## config.mk

```make
export PLATFORM = sky130hd
export DESIGN_NAME = wmct_ctrl
export DESIGN_NICKNAME = d
export VERILOG_FILES = /design/src/rtl/wmct_pkg.sv /design/src/rtl/wmct_ctrl.sv
export SDC_FILE = /design/constraint.sdc
export NUM_CORES = 1
export LEC_CHECK = 0
export BUFFER_PORTS_ARGS = -buffer_cell sky130_fd_sc_hd__buf_2
export CORE_AREA = 2 2 39 41
export DETAILED_ROUTE_END_ITERATION = 10
export DIE_AREA = 0 0 41 43
export GPL_TIMING_DRIVEN = 0
export HOLD_SLACK_MARGIN = 0.05
export SLEW_MARGIN = 20
export SYNTH_ARGS = -nofsm -noshare
export SYNTH_HDL_FRONTEND = slang
export SYNTH_SLANG_ARGS = --single-unit
```

## constraint.sdc

```tcl
create_clock -name clk -period 1.75 [get_ports clk]
set_input_delay 0.35 -clock clk [delete_from_list [all_inputs] [get_ports clk]]
set_output_delay 0.35 -clock clk [all_outputs]
set_load 0.03 [all_outputs]
```

## src/rtl/wmct_pkg.sv

```systemverilog
// Shared types, constants and command/status structs for the window mode count tracker.
package wmct_pkg;

  // Table sizes
  localparam int VALUE_RANGE     = 4096;
  localparam int WINDOW_CAPACITY = 4096;
  localparam int VAL_W           = 12;
  localparam int OUT_W           = 13;
  localparam int VC_AW           = $clog2(VALUE_RANGE);
  localparam int CNT_W           = $clog2(WINDOW_CAPACITY + 1);
  localparam int COC_DEPTH       = WINDOW_CAPACITY + 1;
  localparam int COC_AW          = $clog2(COC_DEPTH);

  // Item commands
  typedef enum logic {
    CMD_ADD    = 1'b0,
    CMD_REMOVE = 1'b1
  } wmct_cmd_t;

  // Sequencer states
  typedef enum logic [2:0] {
    ST_CLEAR,
    ST_IDLE,
    ST_VC,
    ST_C1,
    ST_C2
  } wmct_state_t;

  // Controller to datapath commands
  typedef struct packed {
    logic clr;
    logic accept;
    logic vc_step;
    logic c1_step;
    logic finish;
  } wmct_dp_cmd_t;

  // Datapath to controller status
  typedef struct packed {
    logic clr_last;
    logic out_busy;
  } wmct_dp_sts_t;

endpackage

```

## src/rtl/wmct_ctrl.sv

```systemverilog
// Sequencer for table clearing and the per-word read-modify-write steps.
module wmct_ctrl
  import wmct_pkg::*;
(
  input  logic         clk,
  input  logic         rst_n,
  input  logic         in_valid,
  output logic         in_ready,
  input  wmct_dp_sts_t sts,
  output wmct_dp_cmd_t cmd
);

  wmct_state_t state_r, state_nxt;

  // State register
  always_ff @(posedge clk) begin
    if (!rst_n) begin
      state_r <= ST_CLEAR;
    end else begin
      state_r <= state_nxt;
    end
  end

  // Next state
  always_comb begin
    state_nxt = state_r;
    case (state_r)
      ST_CLEAR: if (sts.clr_last) state_nxt = ST_IDLE;
      ST_IDLE:  if (in_valid)     state_nxt = ST_VC;
      ST_VC:    state_nxt = ST_C1;
      ST_C1:    state_nxt = ST_C2;
      ST_C2:    if (!sts.out_busy) state_nxt = ST_IDLE;
      default:  state_nxt = ST_CLEAR;
    endcase
  end

  // Outputs
  always_comb begin
    cmd      = '0;
    in_ready = 1'b0;
    case (state_r)
      ST_CLEAR: cmd.clr = 1'b1;
      ST_IDLE: begin
        in_ready   = 1'b1;
        cmd.accept = in_valid;
      end
      ST_VC:   cmd.vc_step = 1'b1;
      ST_C1:   cmd.c1_step = 1'b1;
      ST_C2:   cmd.finish  = !sts.out_busy;
      default: cmd = '0;
    endcase
  end

endmodule

```

==> flow_summary.ini, run 1 <==
[timing]
whs_ps = 362
period_share = 0.903
drv_slew = 0
tns_ps = 0
worst_pin_slew_ps = 270
hold_viol_final = 0
setup_viol = 0
slew_headroom = 0.817
rsz0062_at_grt = no
fin_crit_ps = 1580
max_freq_mhz = 632
finalClockSkew_ps = 1.06

[synth]
ys_warn_count = 0
synthTopCellsByCount = 3 x dfxtp_1, 3 x nor3b_1
ys_ff_latch = 3
synthFlopType = dfxtp_1
synth.avg_cell_area_um2 = 9.61
synth_edf_count = 0
netlist.area_leader.share = 0.284
synthTopCellsByArea = dfxtp_1 28%, nor4b_4 11%, nor3b_1 11%
synth_nets = 27
synth_top_cell_by_area = dfxtp_1
synth_cell_types = 14
postSynthCellCount = 22
synthArstFlopShare = 0
syn_area_um2 = 211
yosysSeqAreaShare = 0.284

[worst_hold_path]
hold_class = primary input to flop

[global_routing]
grt_pass1_vias = 226
overflow = 0
track_usage = 0.0752
antenna_found_initial = 0
grt_pass1_wl_um = 848
grt_max_degree = 11

[critical_path]
crit_path_top_delay_cell = nor4b_4
path_class = flop to output pin
critPathTopFamily = buffers and inverters
crit_path_end_kind = output pin
crit_buf_inv = 2
critPathArrivalTime_ps = 1230
worst_ep_required_time_ps = 1400
cp_slowest_stage_delay_ps = 300
path_max_fanout = 10
r2r_setup_slack_ps = 740
critPathLaunchType = flop
crit_chain = buf_4 -> nor4b_4 -> buf_2

[clock_network]
cts_root_buffer = clkbuf_4
clockBufferDepth = 2
post_cts_buffers = 0
cts_tree = yes
cts_made_buffers = 3
htree_levels = 1
cts_hold_buf = 0
cts_resized = 0
insertion_delay_ps = 230
clock-sinks = 3
cts.clk_slew.worst_paths_ps = 40

[drt]
drc = 0
num_vias = 213
drtAntennaViolNets = 0
wl_per_cell_um = 9.04
wl_um = 470
avgViaCountPerCell = 4.10
first_iter_violations = 4
dr.pass1.iters = 2

[finish]
seqCellArea_um2 = 60.1
largest_reg_flops = 3
n_antenna_cell = 0
top_register = state_r
fillers = 159
fin_nets = 42
drive_above_1_share = 0.472
multi_input_area_um2 = 128
reg.largest.list = state_r (3)
areaGrowthSynthToFinish_pct = 45.6

[pwr]
power_density_mw_per_mm2 = 875
leakage_uw = 0.000140
irDropWorstVdd_mv = 0.262

[outcome]
status = finished clean

[floorplanning]
die_h_um = 43
core_area_mm2 = 0.00138
io_pins = 11
num_rows = 14
initial_core_util = 0.153
die_w_um = 41
die_area_mm2 = 0.00176

[placement]
dp_hpwl_um = 357
port_buffers = 10
place_congestion = 0.652

[run]
cap_violations = 0
[metal layers]
metal / part of all wire / GRT usage
met4: 0 / 0.0800
met2: 0.46 / 0.0906
met5: 0 / 0
met1: 0.44 / 0.0833
met3: 0.098 / 0.0419
[metrics by stage]
| step | utilization | cells | setup slack (ps) | total power, µW | area, µm² |
|---|---|---|---|---|---|
| finish | 0.222 | 52 | 169 | 269 | 308 |
| detailed placement | 0.203 | 48 | 421 | 149 | 282 |
| global route | 0.222 | 52 | 82.3 | 287 | 308 |
| CTS | 0.222 | 52 | 156 | 278 | 308 |
| global placement | 0.203 | 48 | 442 | 148 | 282 |
| floorplan | - | 22 | 209 | 130 | 211 |
[report_power, final]
part           switching, µW  internal [µW]  leakage, µW
sequential              1.30           73.1    0.0000246
combinational           44.1           28.7     0.000101
clock                   36.6           85.5    0.0000150
[layout make-up]
type                            instances  area share
Clock buffer                            4      0.0854
Timing Repair Buffer                   10       0.163
Tap cell                               16      0.0650
Buffer                                  3      0.0772
Sequential cell                         3       0.195
Multi-Input combinational cell         16       0.415
[cell usage in the layout, fill, tap and decap left out, drive strengths merged]
cell type / n
nor3: 2
and3b: 2
nor4b: 2
o31a: 1
a31oi: 1
mux2i: 1
dfxtp: 3
nor2: 2
buf: 13
clkbuf: 4
nor2b: 2
nor3b: 3
[worst paths after layout]
path,startpoint,to,cells past startpoint
hold / removal,rst_n,state_r[0]$_SDFFE_PN0P_,2
setup reg to reg,state_r[2]$_SDFFE_PN0P_,state_r[2]$_SDFFE_PN0P_,4
hold reg to reg,state_r[2]$_SDFFE_PN0P_,state_r[1]$_SDFFE_PN0P_,2
setup / recovery,state_r[0]$_SDFFE_PN0P_,cmd[0],3
[worst register-to-register path: stages (launching register included)]
cell	delay, ps
dfxtp_1	290
buf_2	190
and3b_1	200
a31oi_1	160
nor2b_1	60
[logic make-up (layout without fill, tap and decap cells)]
family | after synthesis | in the layout | synth area share
AND/OR/NAND/NOR | 13 | 13 | 0.485
flip-flops | 3 | 3 | 0.284
buffers and inverters | 3 | 17 | 0.112
AO/OA/AOI/OAI | 2 | 2 | 0.0710
multiplexers | 1 | 1 | 0.0473
Note: power is estimated with default switching activity, not from simulation.
==> run 2: changes to the inputs <==
--- a/config.mk
+++ b/config.mk
@@ -9,7 +9,6 @@
 export CORE_AREA = 2 2 39 41
 export DETAILED_ROUTE_END_ITERATION = 10
 export DIE_AREA = 0 0 41 43
-export GPL_TIMING_DRIVEN = 0
 export HOLD_SLACK_MARGIN = 0.05
 export SLEW_MARGIN = 20
 export SYNTH_ARGS = -nofsm -noshare
==> constraint.sdc (replaced) <==
create_clock -name clk -period 1.75 [get_ports clk]
set_input_delay 0.35 -clock clk [delete_from_list [all_inputs] [get_ports clk]]
set_output_delay 0.35 -clock clk [all_outputs]
set_load 0.02 [all_outputs]
==> run 2 against run 1 <==
  * Cell area down 7.7%
  * Register-to-register slack barely moved
  * Largest power group unchanged
  * Count of clock-buffer cells in the layout is the same
  * Setup slack improved by 41 ps
  * Die area is the same
  * Critical endpoint is now cmd[3]
  * Sequential power increased by 15%
  * Sequential share of layout area grew 1.6 points
  * Sequential cell count stayed put
  * First-iteration DRC count stayed put
==> flow_summary.ini, run 2 (synthesized netlist as in run 1, its figures left out) <==
[clock_network]
insertion_delay_ps = 230
clock-sinks = 3
cts.clk_slew.worst_paths_ps = 40
cts_hold_buf = 0
post_cts_buffers = 0
htree_levels = 1
cts_root_buffer = clkbuf_4
cts_made_buffers = 3
clockBufferDepth = 2
cts_tree = yes
cts_resized = 0

[timing]
setup_viol = 0
worst_pin_slew_ps = 353
slew_headroom = 0.764
finalClockSkew_ps = 3.26
whs_ps = 365
period_share = 0.880
max_freq_mhz = 649
fin_crit_ps = 1540
rsz0062_at_grt = no
hold_viol_final = 0
drv_slew = 0
tns_ps = 0

[critical_path]
path_class = flop to output pin
critPathArrivalTime_ps = 1190
reg2reg_to = state_r[0]$_SDFFE_PN0P_
path_max_fanout = 10
crit_buf_inv = 1
crit_path_end_kind = output pin
critPathLaunchType = flop
r2r_setup_slack_ps = 730
ff2ff_path_depth = 2
crit_chain = nor2b_1 -> and3b_1 -> buf_2
crit_path_top_delay_cell = dfxtp_1
worst_ep_required_time_ps = 1400
r2r-start = state_r[0]$_SDFFE_PN0P_
critPathTopFamily = flip-flops
cp_slowest_stage_delay_ps = 520

[drt]
drc = 0
avgViaCountPerCell = 4.04
wl_per_cell_um = 9.37
wl_um = 459
num_vias = 198
drtAntennaViolNets = 0
first_iter_violations = 4
dr.pass1.iters = 3

[floorplanning]
num_rows = 14
die_area_mm2 = 0.00176
die_h_um = 43
die_w_um = 41
core_area_mm2 = 0.00138
initial_core_util = 0.153
io_pins = 11

[global_routing]
overflow = 0
grt_pass1_wl_um = 669
grt_max_degree = 11
track_usage = 0.0662
antenna_found_initial = 0
grt_pass1_vias = 180

[finish]
fin_nets = 39
areaGrowthSynthToFinish_pct = 34.3
most-common-layout-cells = 10 x buf_2, 3 x nor3b_1, 3 x clkbuf_4, 3 x dfxtp_1
final_common_cell = buf_2
largest_reg_flops = 3
reg.largest.list = state_r (3)
drive_above_1_share = 0.424
top_register = state_r
n_antenna_cell = 0

[run]
cap_violations = 0

[placement]
port_buffers = 10
place_congestion = 0.684

[worst_hold_path]
hold_class = primary input to flop
hold_path_depth = 2
holdPathEnd = state_r[0]$_SDFFE_PN0P_
worstHoldStart = rst_n

[pwr]
leakage_uw = 0.000123
power_density_mw_per_mm2 = 901
irDropWorstVdd_mv = 0.323
total_power_uw = 256

[outcome]
status = finished clean
[run 2: per-layer routing]
metal,GRT usage,vias up,routed length (µm)
met5,0,-,0
met4,0.140,0,19
met3,0.00524,2,33
met2,0.0750,8,202
met1,0.0641,86,202
li1,-,102,-
[run 2: layout make-up]
cell class              instances  area, µm²
clock buffers                   4       26.3
fillers                       149       1100
multi-input cells              16        128
flip-flops and latches          3       60.1
well taps                      16       20.0
repair buffers                 10       50.0
[run 2: how the worst max path moves through the flow]
stage | start | endpoint | cells after the start | slack [ps]
5_1_grt | state_r[0]$_SDFFE_PN0P_ | in_ready | 2 | 100
3_3_place_gp | state_r[1]$_SDFFE_PN0P_ | cmd[3] | 3 | 460
4_1_cts | state_r[0]$_SDFFE_PN0P_ | in_ready | 2 | 170
6_report | state_r[1]$_SDFFE_PN0P_ | cmd[3] | 3 | 210
2_1_floorplan | state_r[0]$_SDFFE_PN0P_ | in_ready | 2 | 420
3_5_place_dp | state_r[0]$_SDFFE_PN0P_ | in_ready | 2 | 430
[run 2: through the flow]
| step | std cells | instance area (µm²) | setup slack, ps | util |
|---|---|---|---|---|
| floorplan | 22 | 211 | 420 | - |
| global placement | 45 | 258 | 456 | 0.186 |
| detailed placement | 45 | 258 | 428 | 0.186 |
| CTS | 49 | 284 | 171 | 0.205 |
| global route | 49 | 284 | 102 | 0.205 |
| finish | 49 | 284 | 210 | 0.205 |
[run 2: where the power goes]
part | switching [µW] | internal, µW
Sequential | 12.0 | 73.2
Clock | 37.4 | 85.6
Combinational | 25.3 | 22.6
==> run 3: changes to the inputs <==
--- a/config.mk
+++ b/config.mk
@@ -10,6 +10,7 @@
 export DETAILED_ROUTE_END_ITERATION = 10
 export DIE_AREA = 0 0 41 43
 export HOLD_SLACK_MARGIN = 0.05
+export RECOVER_POWER = 100
 export SLEW_MARGIN = 20
 export SYNTH_ARGS = -nofsm -noshare
 export SYNTH_HDL_FRONTEND = slang
==> run 3 against run 2 <==
  * Final cell count is the same
  * Hold slack is essentially flat
  * Non-clock buffer count is the same
  * Global-route usage is the same
  * Total power shrank 1.7%
  * Maximum frequency shrank 4.8%
  * Critical endpoint is now cmd[0]
  * Largest cell class unchanged
==> flow_summary.ini, run 3 (synthesized netlist as in run 1, its figures left out) <==
[drt]
drc = 0
dr.pass1.iters = 3
top_layer_used = met4
num_vias = 200
avgViaCountPerCell = 4.08
wl_um = 476
drtAntennaViolNets = 0
met1Wirelength_um = 241
first_iter_violations = 5
route.met3.wl_um = 14
route.met2.wl_um = 200
wl_per_cell_um = 9.71

[finish]
reg.largest.list = state_r (3)
final_common_cell = buf_2
n_antenna_cell = 0
fin_nets = 39
top_register = state_r
drive_above_1_share = 0.273
areaGrowthSynthToFinish_pct = 24.9
largest_reg_flops = 3
most-common-layout-cells = 6 x buf_2, 5 x clkbuf_1, 3 x nor3b_1, 3 x clkbuf_4, 3 x dfxtp_1
fillers = 154

[timing]
slew_headroom = 0.777
finalClockSkew_ps = 2.96
max_freq_mhz = 618
fin_crit_ps = 1620
rsz0062_at_grt = no
drv_slew = 0
period_share = 0.925
tns_ps = 0
hold_viol_final = 0
whs_ps = 365
worst_pin_slew_ps = 330
setup_viol = 0

[pwr]
irDropWorstVdd_mv = 0.318
power_density_mw_per_mm2 = 953
leakage_uw = 0.000107

[clock_network]
htree_levels = 1
cts_root_buffer = clkbuf_4
post_cts_buffers = 0
cts_tree = yes
clock-sinks = 3
cts_resized = 0
cts.clk_slew.worst_paths_ps = 40
cts_made_buffers = 3
insertion_delay_ps = 230
cts_hold_buf = 0
clockBufferDepth = 2

[critical_path]
worst_ep_required_time_ps = 1400
path_class = flop to output pin
critPathLaunchType = flop
path_max_fanout = 10
critPathArrivalTime_ps = 1270
crit_path_end_kind = output pin

[placement]
port_buffers = 10
place_congestion = 0.684

[outcome]
status = finished clean

[floorplanning]
num_rows = 14
die_area_mm2 = 0.00176
core_area_mm2 = 0.00138
initial_core_util = 0.153
io_pins = 11
die_w_um = 41
die_h_um = 43

[global_routing]
track_usage = 0.0662
overflow = 0
grt_pass1_wl_um = 669
grt_max_degree = 11
antenna_found_initial = 0
grt_pass1_vias = 180

[run]
cap_violations = 0

[worst_hold_path]
hold_class = primary input to flop
## run 3: cell types whose count changed in the layout (fill, tap and decap cells not counted), sizes merged
cell	change
buf	-4
clkbuf	+4
## run 3: layout make-up
class / instances / area (µm²) / area share
clock buffers: 4 / 26.3 / 0.0995
multi-input cells: 16 / 113 / 0.427
flip-flops and latches: 3 / 60.1 / 0.227
well taps: 16 / 20.0 / 0.0758
repair buffers: 10 / 45.0 / 0.171
## run 3: critical path, stage by stage (launching register included)
cell and delay [ps]:
dfxtp_1 470, nor4b_1 330, buf_2 230
## run 3: final timing paths
kind / depth (start not counted) / slack, ps / start / to
max: 2 / 130 / state_r[2]$_SDFFE_PN0P_ / cmd[0]
min: 2 / 370 / rst_n / state_r[0]$_SDFFE_PN0P_
max reg2reg: 2 / 710 / state_r[2]$_SDFFE_PN0P_ / state_r[0]$_SDFFE_PN0P_
min reg2reg: 1 / 610 / state_r[2]$_SDFFE_PN0P_ / state_r[1]$_SDFFE_PN0P_
## run 3: metrics by stage
stage | total power [µW] | cell area (µm²) | instances | worst slack, ps | utilization
after floorplan | 123 | 211 | 22 | 420 | -
after global placement | 134 | 258 | 45 | 456 | 0.186
after detailed placement | 135 | 258 | 45 | 428 | 0.186
after CTS | 265 | 284 | 49 | 171 | 0.205
after global routing | 269 | 264 | 49 | 70.5 | 0.191
final | 252 | 264 | 49 | 132 | 0.191
## run 3: where the power goes
part / leakage, µW / internal [µW] / switching [µW]
logic: 0.0000677 / 20.0 / 25.2
registers: 0.0000246 / 73.2 / 10.2
clock network: 0.0000150 / 85.6 / 37.5
total: 0.000107 / 179 / 72.9
## run 3: routing by layer
| metal | vias to the layer above | global-route usage |
|---|---|---|
| li1 | 102 | - |
| met4 | 0 | 0.140 |
| met5 | - | 0 |
| met1 | 88 | 0.0641 |
| met2 | 8 | 0.0750 |
| met3 | 2 | 0.00524 |
